--- src/hsvd_pkg.sv ---
// ----------------------------------------------------------------------------
// hsvd_pkg
// shared types, register indexes and fixed-point helpers for the hsv to rgb
// converter with dimming
// ----------------------------------------------------------------------------
`default_nettype none

package hsvd_pkg;

    // register indexes on the configuration port
    localparam logic [1:0] CFG_COLOR_MODE = 2'd0;
    localparam logic [1:0] CFG_BRIGHTNESS = 2'd1;
    localparam logic [1:0] CFG_POWER_ON   = 2'd2;

    // color mode codes
    localparam logic MODE_HSV = 1'b0;
    localparam logic MODE_RGB = 1'b1;

    localparam int unsigned FULL_SCALE = 255;
    localparam int unsigned SECTORS    = 6;

    localparam logic [7:0]  FULL_SCALE_B = 8'(FULL_SCALE);
    localparam logic [15:0] FULL_SQ      = 16'(FULL_SCALE * FULL_SCALE);
    localparam logic [2:0]  LAST_SECTOR  = 3'(SECTORS - 1);

    // reciprocal of 255, exact for any 16-bit dividend with a shift of 23
    localparam logic [16:0] RECIP_255 = 17'd32897;
    // reciprocal of 65025 with a shift of 32, low by at most one
    localparam logic [16:0] RECIP_SQ  = 17'd66051;

    localparam logic [7:0]  BRIGHT_RESET = 8'd255;
    localparam logic [15:0] ROUND_HALF   = 16'd127;

    typedef struct packed {
        logic       color_mode;
        logic [7:0] brightness;
        logic       power_on;
    } t_cfg;

    // floor(x / 255) for x up to 65279 (result fits a byte)
    function automatic logic [7:0] div255(input logic [15:0] x);
        logic [32:0] prod;
        prod = {17'b0, x} * {16'b0, RECIP_255};
        return prod[30:23];
    endfunction

endpackage

`default_nettype wire

--- src/hsvd_in_if.sv ---
// ----------------------------------------------------------------------------
// hsvd_in_if
// input channel: three color bytes with valid / ready
// ----------------------------------------------------------------------------
`default_nettype none

interface hsvd_in_if;
    logic       valid;
    logic       ready;
    logic [7:0] chan_a;
    logic [7:0] chan_b;
    logic [7:0] chan_c;

    modport source (output valid, output chan_a, output chan_b, output chan_c, input ready);
    modport sink   (input valid, input chan_a, input chan_b, input chan_c, output ready);
endinterface

`default_nettype wire

--- src/hsvd_out_if.sv ---
// ----------------------------------------------------------------------------
// hsvd_out_if
// rgb channel: red, green and blue bytes with valid / ready
// ----------------------------------------------------------------------------
`default_nettype none

interface hsvd_out_if;
    logic       valid;
    logic       ready;
    logic [7:0] red;
    logic [7:0] green;
    logic [7:0] blue;

    modport source (output valid, output red, output green, output blue, input ready);
    modport sink   (input valid, input red, input green, input blue, output ready);
endinterface

`default_nettype wire

--- src/hsv_to_rgb_with_dimming_top.sv ---
// pipeline: seven register stages (five convert, two dim) lie between an item
//   accepted at the input and its result at the output
// throughput: one item per cycle; every stage moves whenever the one after it
//   is empty or moving, so a stall at the output fills bubbles before blocking
// reset: synchronous active-low; clears all valid bits and loads hsv mode,
//   brightness 255 and power on
// ----------------------------------------------------------------------------
// hsv_to_rgb_with_dimming_top
// hsv to rgb converter with global dimming and power gating
// ----------------------------------------------------------------------------
`default_nettype none

module hsv_to_rgb_with_dimming_top
    import hsvd_pkg::*;
(
    input  wire          i_clk,
    input  wire          i_rst_n,

    // configuration write port
    input  wire          i_cfg_we,
    input  wire  [1:0]   i_cfg_idx,
    input  wire  [7:0]   i_cfg_data,

    // pixel channels
    hsvd_in_if.sink      i_pix,
    hsvd_out_if.source   o_pix
);

    // configuration registers
    t_cfg r_cfg;

    // converted, not yet dimmed items between the two pipelines
    hsvd_out_if conv_pix ();

    always_ff @(posedge i_clk) begin
        if (!i_rst_n) begin
            r_cfg.color_mode <= MODE_HSV;
            r_cfg.brightness <= BRIGHT_RESET;
            r_cfg.power_on   <= 1'b1;
        end else if (i_cfg_we) begin
            case (i_cfg_idx)
                CFG_COLOR_MODE: r_cfg.color_mode <= i_cfg_data[0];
                CFG_BRIGHTNESS: r_cfg.brightness <= i_cfg_data;
                CFG_POWER_ON:   r_cfg.power_on   <= i_cfg_data[0];
                default:        ; // writes past the last register are dropped
            endcase
        end
    end

    // sector / fraction, products, divide by 65025, select
    hsvd_convert u_convert (
        .i_clk        (i_clk),
        .i_rst_n      (i_rst_n),
        .i_color_mode (r_cfg.color_mode),
        .i_pix        (i_pix),
        .o_pix        (conv_pix.source)
    );

    // brightness scale and power gate, output register at the end
    hsvd_dim u_dim (
        .i_clk   (i_clk),
        .i_rst_n (i_rst_n),
        .i_cfg   (r_cfg),
        .i_pix   (conv_pix.sink),
        .o_pix   (o_pix)
    );

endmodule

`default_nettype wire

--- src/hsvd_convert.sv ---
// ----------------------------------------------------------------------------
// hsvd_convert
// five-stage hsv to rgb conversion pipeline, rgb bytes bypass in rgb mode
// ----------------------------------------------------------------------------
`default_nettype none

module hsvd_convert
    import hsvd_pkg::*;
(
    input  wire          i_clk,
    input  wire          i_rst_n,
    input  wire          i_color_mode,
    hsvd_in_if.sink      i_pix,
    hsvd_out_if.source   o_pix
);

    logic ld1, ld2, ld3, ld4, ld5;
    logic r_vld1, r_vld2, r_vld3, r_vld4, r_vld5;

    // stage 1: sector and fraction
    logic        r_mode1;
    logic [2:0]  r_sec1;
    logic [7:0]  r_fr1, r_ca1, r_cb1, r_cc1;
    logic [10:0] n_h6, n_base;
    logic [2:0]  n_raw, n_sec;
    logic [7:0]  n_fr;

    // stage 2: first products
    logic        r_mode2;
    logic [2:0]  r_sec2;
    logic [7:0]  r_ca2, r_cb2, r_cc2;
    logic [15:0] r_pv2, r_qa2, r_ta2;
    logic [15:0] n_pv, n_fs, n_ts;

    // stage 3: p and the value products
    logic        r_mode3;
    logic [2:0]  r_sec3;
    logic [7:0]  r_ca3, r_cb3, r_cc3, r_p3;
    logic [23:0] r_qx3, r_tx3;

    // stage 4: reciprocal estimate of the divide by 65025
    logic        r_mode4;
    logic [2:0]  r_sec4;
    logic [7:0]  r_ca4, r_cb4, r_cc4, r_p4, r_qe4, r_te4;
    logic [23:0] r_qx4, r_tx4;
    logic [40:0] n_qm, n_tm;

    // stage 5: correction and sector select
    logic [7:0]  r_r5, r_g5, r_b5;
    logic [24:0] n_qrem, n_trem;
    logic [7:0]  n_q, n_t, n_r, n_g, n_b;

    // ready ripples back through each stage that is empty or moving
    always_comb begin
        ld5 = !r_vld5 || o_pix.ready;
        ld4 = !r_vld4 || ld5;
        ld3 = !r_vld3 || ld4;
        ld2 = !r_vld2 || ld3;
        ld1 = !r_vld1 || ld2;
    end

    assign i_pix.ready = ld1;

    always_ff @(posedge i_clk) begin
        if (!i_rst_n) begin
            r_vld1 <= 1'b0;
            r_vld2 <= 1'b0;
            r_vld3 <= 1'b0;
            r_vld4 <= 1'b0;
            r_vld5 <= 1'b0;
        end else begin
            if (ld1) r_vld1 <= i_pix.valid;
            if (ld2) r_vld2 <= r_vld1;
            if (ld3) r_vld3 <= r_vld2;
            if (ld4) r_vld4 <= r_vld3;
            if (ld5) r_vld5 <= r_vld4;
        end
    end

    // h*6 split into sector and fraction; hue 255 wraps to sector 0, fraction 0
    always_comb begin
        n_h6 = {1'b0, i_pix.chan_a, 2'b00} + {2'b00, i_pix.chan_a, 1'b0};
        if (n_h6 < 11'd255) begin
            n_raw = 3'd0; n_base = 11'd0;
        end else if (n_h6 < 11'd510) begin
            n_raw = 3'd1; n_base = 11'd255;
        end else if (n_h6 < 11'd765) begin
            n_raw = 3'd2; n_base = 11'd510;
        end else if (n_h6 < 11'd1020) begin
            n_raw = 3'd3; n_base = 11'd765;
        end else if (n_h6 < 11'd1275) begin
            n_raw = 3'd4; n_base = 11'd1020;
        end else if (n_h6 < 11'd1530) begin
            n_raw = 3'd5; n_base = 11'd1275;
        end else begin
            n_raw = 3'd6; n_base = 11'd1530;
        end
        n_fr  = 8'(n_h6 - n_base);
        n_sec = (n_raw > LAST_SECTOR) ? 3'd0 : n_raw;
    end

    always_comb begin
        n_pv = {8'b0, r_cc1} * {8'b0, FULL_SCALE_B - r_cb1};
        n_fs = {8'b0, r_fr1} * {8'b0, r_cb1};
        n_ts = {8'b0, FULL_SCALE_B - r_fr1} * {8'b0, r_cb1};
    end

    always_comb begin
        n_qm = {17'b0, r_qx3} * {24'b0, RECIP_SQ};
        n_tm = {17'b0, r_tx3} * {24'b0, RECIP_SQ};
    end

    // estimate is low by at most one: one compare on the remainder fixes it
    always_comb begin
        n_qrem = {1'b0, r_qx4} - {1'b0, 24'({16'b0, r_qe4} * {8'b0, FULL_SQ})};
        n_trem = {1'b0, r_tx4} - {1'b0, 24'({16'b0, r_te4} * {8'b0, FULL_SQ})};
        n_q = (n_qrem >= {9'b0, FULL_SQ}) ? r_qe4 + 8'd1 : r_qe4;
        n_t = (n_trem >= {9'b0, FULL_SQ}) ? r_te4 + 8'd1 : r_te4;

        case (r_sec4)
            3'd0:    begin n_r = r_cc4; n_g = n_t;   n_b = r_p4;  end
            3'd1:    begin n_r = n_q;   n_g = r_cc4; n_b = r_p4;  end
            3'd2:    begin n_r = r_p4;  n_g = r_cc4; n_b = n_t;   end
            3'd3:    begin n_r = r_p4;  n_g = n_q;   n_b = r_cc4; end
            3'd4:    begin n_r = n_t;   n_g = r_p4;  n_b = r_cc4; end
            default: begin n_r = r_cc4; n_g = r_p4;  n_b = n_q;   end
        endcase

        if (r_mode4 == MODE_RGB) begin
            n_r = r_ca4;
            n_g = r_cb4;
            n_b = r_cc4;
        end
    end

    always_ff @(posedge i_clk) begin
        if (ld1) begin
            r_mode1 <= i_color_mode;
            r_sec1  <= n_sec;
            r_fr1   <= n_fr;
            r_ca1   <= i_pix.chan_a;
            r_cb1   <= i_pix.chan_b;
            r_cc1   <= i_pix.chan_c;
        end
        if (ld2) begin
            r_mode2 <= r_mode1;
            r_sec2  <= r_sec1;
            r_ca2   <= r_ca1;
            r_cb2   <= r_cb1;
            r_cc2   <= r_cc1;
            r_pv2   <= n_pv;
            r_qa2   <= FULL_SQ - n_fs;
            r_ta2   <= FULL_SQ - n_ts;
        end
        if (ld3) begin
            r_mode3 <= r_mode2;
            r_sec3  <= r_sec2;
            r_ca3   <= r_ca2;
            r_cb3   <= r_cb2;
            r_cc3   <= r_cc2;
            r_p3    <= div255(r_pv2);
            r_qx3   <= {8'b0, r_cc2} * {8'b0, r_qa2};
            r_tx3   <= {8'b0, r_cc2} * {8'b0, r_ta2};
        end
        if (ld4) begin
            r_mode4 <= r_mode3;
            r_sec4  <= r_sec3;
            r_ca4   <= r_ca3;
            r_cb4   <= r_cb3;
            r_cc4   <= r_cc3;
            r_p4    <= r_p3;
            r_qx4   <= r_qx3;
            r_tx4   <= r_tx3;
            r_qe4   <= n_qm[39:32];
            r_te4   <= n_tm[39:32];
        end
        if (ld5) begin
            r_r5 <= n_r;
            r_g5 <= n_g;
            r_b5 <= n_b;
        end
    end

    assign o_pix.valid = r_vld5;
    assign o_pix.red   = r_r5;
    assign o_pix.green = r_g5;
    assign o_pix.blue  = r_b5;

    a_sector_range: assert property (@(posedge i_clk) disable iff (!i_rst_n)
        r_vld1 |-> r_sec1 <= LAST_SECTOR)
        else $error("sector out of range");

    a_p_bound: assert property (@(posedge i_clk) disable iff (!i_rst_n)
        r_vld4 |-> r_p4 <= r_cc4)
        else $error("p exceeds value");

    a_estimate_bound: assert property (@(posedge i_clk) disable iff (!i_rst_n)
        r_vld4 |-> (r_qe4 <= r_cc4 && r_te4 <= r_cc4))
        else $error("quotient estimate exceeds value");

endmodule

`default_nettype wire

--- src/hsvd_dim.sv ---
// ----------------------------------------------------------------------------
// hsvd_dim
// two-stage brightness scaling with round half up and power gating
// ----------------------------------------------------------------------------
`default_nettype none

module hsvd_dim
    import hsvd_pkg::*;
(
    input  wire          i_clk,
    input  wire          i_rst_n,
    input  wire t_cfg    i_cfg,
    hsvd_out_if.sink     i_pix,
    hsvd_out_if.source   o_pix
);

    logic ld6, ld7;
    logic r_vld6, r_vld7;
    logic [15:0] r_mr6, r_mg6, r_mb6;
    logic [7:0]  r_r7, r_g7, r_b7;

    always_comb begin
        ld7 = !r_vld7 || o_pix.ready;
        ld6 = !r_vld6 || ld7;
    end

    assign i_pix.ready = ld6;

    always_ff @(posedge i_clk) begin
        if (!i_rst_n) begin
            r_vld6 <= 1'b0;
            r_vld7 <= 1'b0;
        end else begin
            if (ld6) r_vld6 <= i_pix.valid;
            if (ld7) r_vld7 <= r_vld6;
        end
    end

    // c*b/255 rounded half up equals floor((c*b + 127) / 255)
    always_ff @(posedge i_clk) begin
        if (ld6) begin
            r_mr6 <= {8'b0, i_pix.red}   * {8'b0, i_cfg.brightness} + ROUND_HALF;
            r_mg6 <= {8'b0, i_pix.green} * {8'b0, i_cfg.brightness} + ROUND_HALF;
            r_mb6 <= {8'b0, i_pix.blue}  * {8'b0, i_cfg.brightness} + ROUND_HALF;
        end
        if (ld7) begin
            r_r7 <= i_cfg.power_on ? div255(r_mr6) : 8'd0;
            r_g7 <= i_cfg.power_on ? div255(r_mg6) : 8'd0;
            r_b7 <= i_cfg.power_on ? div255(r_mb6) : 8'd0;
        end
    end

    assign o_pix.valid = r_vld7;
    assign o_pix.red   = r_r7;
    assign o_pix.green = r_g7;
    assign o_pix.blue  = r_b7;

endmodule

`default_nettype wire
--- src/flat_wrapper.sv ---
// flat-port wrapper written by rule: the top's interface ports become plain ports
module hsv_to_rgb_with_dimming_top_flat import hsvd_pkg::*;
  (i_clk, i_rst_n, i_cfg_we, i_cfg_idx, i_cfg_data, i_pix_valid, i_pix_chan_a, i_pix_chan_b, i_pix_chan_c, i_pix_ready, o_pix_valid, o_pix_red, o_pix_green, o_pix_blue, o_pix_ready);
  hsvd_in_if i_pix_i ();
  hsvd_out_if o_pix_i ();
  input  wire i_clk;
  input  wire i_rst_n;
  input  wire i_cfg_we;
  input  wire  [1:0] i_cfg_idx;
  input  wire  [7:0] i_cfg_data;
  input wire logic [$bits(i_pix_i.valid)-1:0] i_pix_valid;
  input wire logic [$bits(i_pix_i.chan_a)-1:0] i_pix_chan_a;
  input wire logic [$bits(i_pix_i.chan_b)-1:0] i_pix_chan_b;
  input wire logic [$bits(i_pix_i.chan_c)-1:0] i_pix_chan_c;
  output wire logic [$bits(i_pix_i.ready)-1:0] i_pix_ready;
  output wire logic [$bits(o_pix_i.valid)-1:0] o_pix_valid;
  output wire logic [$bits(o_pix_i.red)-1:0] o_pix_red;
  output wire logic [$bits(o_pix_i.green)-1:0] o_pix_green;
  output wire logic [$bits(o_pix_i.blue)-1:0] o_pix_blue;
  input wire logic [$bits(o_pix_i.ready)-1:0] o_pix_ready;
  assign i_pix_i.valid = i_pix_valid;
  assign i_pix_i.chan_a = i_pix_chan_a;
  assign i_pix_i.chan_b = i_pix_chan_b;
  assign i_pix_i.chan_c = i_pix_chan_c;
  assign i_pix_ready = i_pix_i.ready;
  assign o_pix_valid = o_pix_i.valid;
  assign o_pix_red = o_pix_i.red;
  assign o_pix_green = o_pix_i.green;
  assign o_pix_blue = o_pix_i.blue;
  assign o_pix_i.ready = o_pix_ready;
  hsv_to_rgb_with_dimming_top u_core (.i_clk(i_clk), .i_rst_n(i_rst_n), .i_cfg_we(i_cfg_we), .i_cfg_idx(i_cfg_idx), .i_cfg_data(i_cfg_data), .i_pix(i_pix_i), .o_pix(o_pix_i));
endmodule
--- config.mk ---
export PLATFORM = sky130hd
export DESIGN_NAME = hsv_to_rgb_with_dimming_top_flat
export DESIGN_NICKNAME = d
export VERILOG_FILES = /design/src/hsvd_pkg.sv /design/src/hsvd_in_if.sv /design/src/hsvd_out_if.sv /design/src/hsv_to_rgb_with_dimming_top.sv /design/src/hsvd_convert.sv /design/src/hsvd_dim.sv /design/src/flat_wrapper.sv
export SDC_FILE = /design/constraint.sdc
export NUM_CORES = 2
export LEC_CHECK = 0
export ABC_AREA = 0
export BUFFER_PORTS_ARGS = -buffer_cell sky130_fd_sc_hd__buf_4
export CORE_MARGIN = 5
export CORE_UTILIZATION = 54
export DETAILED_ROUTE_END_ITERATION = 8
export HOLD_SLACK_MARGIN = 0.05
export MAX_ROUTING_LAYER = met4
export PLACE_DENSITY = 0.68
export SYNTH_ARGS = -nofsm -noshare
export SYNTH_HDL_FRONTEND = slang
export SYNTH_HIERARCHICAL = 1
export SYNTH_SLANG_ARGS = --single-unit
--- constraint.sdc ---
create_clock -name i_clk -period 8.44 [get_ports i_clk]
set_input_delay 1.688 -clock i_clk [delete_from_list [all_inputs] [get_ports i_clk]]
set_output_delay 1.688 -clock i_clk [all_outputs]
set_load 0.02 [all_outputs]
# == Word-level counts from Yosys, hierarchy flattened ==
# Index checks and enable logic that the tools add are counted.
# op_classes
n_addsub,13
mul,16
n_lt_le_gt_ge,9
eq_ne,6
mux,20
n_reduce_logical,23
# op_table
operator,count
$mul A16 B16 Y31 const B,4
$mul A8 B8 Y16,6
$mul A24 B17 Y40 const B,2
$mux W8,10
$pmux W8 S3,3
$ge A25 B16 Y1 const B,2
$sub A24 B24 Y25,2
$add A16 B7 Y16 const B,3
$mul A8 B16 Y24,2
$mul A8 B16 Y24 const B,2
$sub A16 B16 Y16 const A,2
$lt A11 B10 Y1 const B,2
$lt A11 B11 Y1 const B,2
$add A8 B1 Y8 const B,2
$sub A8 B8 Y8 const A,2
$mux W3,4
$add A10 B9 Y11,1
$lt A11 B8 Y1 const B,1
$lt A11 B9 Y1 const B,1
$reduce_or A2 Y1,4
$sub A8 B8 Y8,1
$logic_not A1 Y1,7
$logic_or A1 B1 Y1,7
$eq A3 B2 Y1 const B,2
10 further kinds,13
# totals
ff_bits,409
input_bits,39
out_inout_bits,26
word_cells,138

# == Logic depth before layout (Yosys ltp) ==
# depth
depth_word,9
mapped_depth,23
ltp_nobuf,22

# == Cells and area by module ==
# Netlist, hierarchy kept.
# modules_own_cells
module,instances,cells_each,area_per_inst_um2,seq_area_each_um2
hsvd_convert,1,3901,39499.1,9709.3
hsvd_dim,1,1225,12258.0,2202.1
hsv_to_rgb_with_dimming_top,1,46,451.7,200.2

# == Worst setup path before layout ==
# OpenSTA, ideal clock, no wires.
# synth_path
path_kind,input-to-output
from,in o_pix_ready
to,out i_pix_ready
arrival_time_ns,4.550
setup_slack_ns,2.202
cell_stages,5
n_path_buf,0
path_cell_list,nor2b_1 > nand2_1 > nor2b_1 > and3_1 > nand3_1
# synth_between
elab_chain_len,7
# synth_rtl
element,line,text
"start, declared",flat_wrapper.sv:20,input wire logic [$bits(o_pix_i.ready)-1:0] o_pix_ready;
$logic_or A1 B1 Y1,hsvd_dim.sv:23,ld7 = !r_vld7 || o_pix.ready;
$logic_or A1 B1 Y1,hsvd_dim.sv:24,ld6 = !r_vld6 || ld7;
via u_core.conv_pix.ready,hsvd_out_if.sv:9,logic ready;
$logic_or A1 B1 Y1,hsvd_convert.sv:55,ld5 = !r_vld5 || o_pix.ready;
$logic_or A1 B1 Y1,hsvd_convert.sv:56,ld4 = !r_vld4 || ld5;
$logic_or A1 B1 Y1,hsvd_convert.sv:57,ld3 = !r_vld3 || ld4;
$logic_or A1 B1 Y1,hsvd_convert.sv:58,ld2 = !r_vld2 || ld3;
$logic_or A1 B1 Y1,hsvd_convert.sv:59,ld1 = !r_vld1 || ld2;
"end, declared",flat_wrapper.sv:15,output wire logic [$bits(i_pix_i.ready)-1:0] i_pix_ready;
# The timed path passes the listed nets, and every way through them passes these cells.

# == Worst setup path in the final report ==
# layout_path
from,reg u_core.u_convert.r_qe4[5]
to,reg u_core.u_convert.r_g5[1] (netlist: u_core/u_convert/o_pix.green[1]) (data pin)
# layout_between
elab_chain_len,6
# layout_rtl
element,line,text
"start, declared",hsvd_convert.sv:44,"logic [7:0] r_ca4, r_cb4, r_cc4, r_p4, r_qe4, r_te4;"
"start signal, assigned",hsvd_convert.sv:174,r_qe4 <= n_qm[39:32];
$mul A8 B16 Y24,hsvd_convert.sv:115,"n_qrem = {1'b0, r_qx4} - {1'b0, 24'({16'b0, r_qe4} * {8'b0, FULL_SQ})};"
$sub A24 B24 Y25,hsvd_convert.sv:115,
$ge A25 B16 Y1,hsvd_convert.sv:117,"n_q = (n_qrem >= {9'b0, FULL_SQ}) ? r_qe4 + 8'd1 : r_qe4;"
$mux W8,hsvd_convert.sv:117,
$pmux W8 S3,hsvd_convert.sv:120,case (r_sec4)
$mux W8,hsvd_convert.sv:129,if (r_mode4 == MODE_RGB) begin
via u_core.u_convert.n_g[1],hsvd_convert.sv:51,"logic [7:0] n_q, n_t, n_r, n_g, n_b;"
"end signal, assigned",hsvd_convert.sv:179,r_g5 <= n_g;
"end, declared",hsvd_convert.sv:49,"logic [7:0] r_r5, r_g5, r_b5;"
# The timed path passes the listed nets, and every way through them passes these cells.
# A chain may end at the register's enable or synchronous reset.

==> flow_metrics.tcl <==
set metrics [dict create \
    synth_cells 5172 \
    worst_pin_slew_ps 1110 \
    grt_pass1_wl_um 184000 \
    synth.avg_cell_area_um2 10.1 \
    die_h_um 321 \
    io-pin-count 65 \
    grt_util_met1 0.295 \
    area_growth_pct 6.56 \
    ys_types 95 \
    start_util 0.542 \
    dp_hpwl_um 86700 \
    status "finished, final reports clean" \
    hold_start "u_core/u_convert/r_cb3[1]" \
    fin_skew_ps 22.1 \
    io_buffers 64 \
    post_cts_buffers 0 \
    maxCapViolCount 0 \
    slew_violations 0 \
    ys_ff_latch 409 \
    routed_wl_um 108000 \
    vias_per_cell 5.46 \
    crit_required_ps 8790 \
    core_um2 96300 \
    ant_nets 0 \
    synth_edf_count 392 \
    fin_crit_ps 6900 \
    fmaxAchievable_mhz 145 \
    fin_util 0.578 \
    startpoint_type "flop" \
    top_usage_layer "met2" \
    grtUsageMet3 0.0223 \
    ys.flop_type "edfxtp_1" \
    rows 114 \
    cts_buffers 48 \
    gr-usage-met2 0.372 \
    overflow 0 \
    clk_latency_ps 620 \
    die_area_um2 103000 \
    wire_per_inst_um 16.6 \
    ctsResizeCount 0 \
    startpoint "u_core/u_convert/r_qe4[5]" \
    n_antenna_cell 0 \
    cp_max_fo 8 \
    instances_no_fill 6523 \
    drc 0 \
    ys_warn_count 6 \
    ctsHtreeMaxLevel 2 \
    place_inst 6433 \
    clockBufferDepth 3 \
    maxSlewHeadroom 0.258 \
    hold_viol_final 0 \
    crit_type "reg -> reg" \
    antenna_found_initial 0 \
    fill_cells 8318 \
    fin_hold_ws_ps 411 \
    ys_seq_area_frac 0.232 \
    gp_congestion 0.901 \
    die_x_um 321 \
    dr.first_iter.drc_count 1917 \
    layout-drive-gt1-share 0.0419 \
    cts_hold_buf 0 \
    final-setup-viol-count 0 \
    arrival_ps 7250 \
    clock-sinks 409 \
    synthArstFlopShare 0 \
    dr.pass1.iters 5 \
    post-route-period-util 0.818 \
    fin_nets 6779 \
    grt_pass1_vias 37100 \
    r2r_start "u_core/u_convert/r_qe4[5]" \
    track_usage 0.222 \
    num_vias 35600 \
    root_buffer "clkbuf_16" \
    path_clk_slew_ps 60 \
    synthesis.area_um2 52200 \
    finalSetupTns_ps 0 \
    rsz0062_at_grt "false" \
    hp-class "reg -> reg" \
    endpoint_kind "flop" \
    grt_max_degree 84 \
    synth_fp_nets 6744 \
    tritoncts "yes" \
]
## flip-flops by register name (all words and copies together) (netlist names), 10 cells and up
signal and flops:
u_core/u_convert/r_ta2 16, u_core/u_convert/r_tx3 24, u_core/u_dim/r_mr6 16, u_core/u_convert/r_qx4 24, u_core/u_dim/r_mg6 16, u_core/r_cfg 10, u_core/u_dim/r_mb6 16, u_core/u_convert/r_pv2 16
u_core/u_convert/r_tx4 24, u_core/u_convert/r_qx3 24, u_core/u_convert/r_qa2 16
## final cells by class
cell class | count | area, um^2 | share of cell area
clock buffer | 55 | 1230 | 0.0221
clock inverter | 35 | 312 | 0.00560
inverter | 987 | 3710 | 0.0666
multi-input combinational | 3667 | 36000 | 0.647
sequential | 409 | 12100 | 0.218
tap | 1276 | 1600 | 0.0287
timing repair buffer | 94 | 706 | 0.0127
## metrics by stage
step,setup WS [ps],cell area (um^2)
finish,1540,55600
global route,1190,55600
CTS,1560,55600
detailed placement,1560,54100
global placement,1720,54100
floorplan,2200,52200
## worst max-delay path, stage by stage, from the launching register on
cell and delay [ps]:
edfxtp_1 540, inv_1 170, fa_1 660, inv_1 130, fa_1 490, inv_1 50
fa_1 520, inv_1 50, fa_1 530, inv_1 40, ha_1 390, nand2_1 160
a211oi_1 440, nand3_1 140, a21oi_1 130, nor4bb_1 70, a211oi_1 170, nand4_1 170
a211oi_2 610, mux2i_1 520, nor2_1 90, a2111oi_0 430, nor2_1 100
## path summary, 6_finish.rpt
path,to,cells past startpoint,slack (ps)
worst max-delay path,u_core/u_convert/o_pix.green[1],22,1540
worst min register to register,u_core/u_convert/r_cb4[1],0,410
worst max register to register,u_core/u_convert/o_pix.green[1],22,1540
worst min-delay path,u_core/u_convert/r_cb4[1],0,410
## cells in the mapped netlist, types with 55 or more instances
cell | instances | area, um^2
a21oi_1 | 196 | 981
nor3_1 | 55 | 275
a21o_1 | 63 | 473
nor2_1 | 145 | 544
o21ai_0 | 120 | 601
inv_1 | 987 | 3700
clkbuf_1 | 98 | 368
nand2_1 | 397 | 1490
ha_1 | 1003 | 12500
edfxtp_1 | 392 | 11800
and2_1 | 284 | 1780
xnor2_1 | 125 | 1090
nand2b_1 | 90 | 563
nor2b_1 | 111 | 694
fa_1 | 530 | 10600
## logic make-up (layout without fill, tap and decap cells)
kind of cell             after synthesis  count (layout)  synth area share
AND/OR/NAND/NOR                     1269            1269             0.127
multiplexers                          23              23           0.00451
adder cells (fa/ha/maj)             1534            1534             0.444
AO/OA/AOI/OAI                        669             669            0.0846
flip-flops                           409             409             0.232
XOR/XNOR                             172             172            0.0290
buffers and inverters               1096            1171            0.0794
## placed cells by master (no fill, tap or decap), drive strengths merged, types with 15 or more instances in the layout
cell and n:
mux2i 19, ha 1003, edfxtp 392, nand4 32, nand3 41, or3 17
o21ai 123, nor3 55, a2111oi 15, clkbuf 55, fa 530, and2 284
clkinv 25, nand2 397, nor2 145, xnor2 126, a211oi 19, a21boi 15
buf 94, a31oi 19, nand2b 91, and3 28, o21a 29, o21bai 24
xor2 46, nor2b 111, a21o 64, dfxtp 17, inv 992, a21oi 196
o211ai 27
## routing by layer
| metal | routed length (um) | share of wire | vias up |
|---|---|---|---|
| met2 | 52500 | 0.48 | 673 |
| met1 | 49200 | 0.45 | 17500 |
| li1 | - | - | 17300 |
| met3 | 4300 | 0.040 | 159 |
| met5 | 0 | 0 | - |
| met4 | 2440 | 0.023 | 0 |
Power is not shown: default switching activity piles up to over one toggle a cycle in this logic, so the estimate is an artifact.
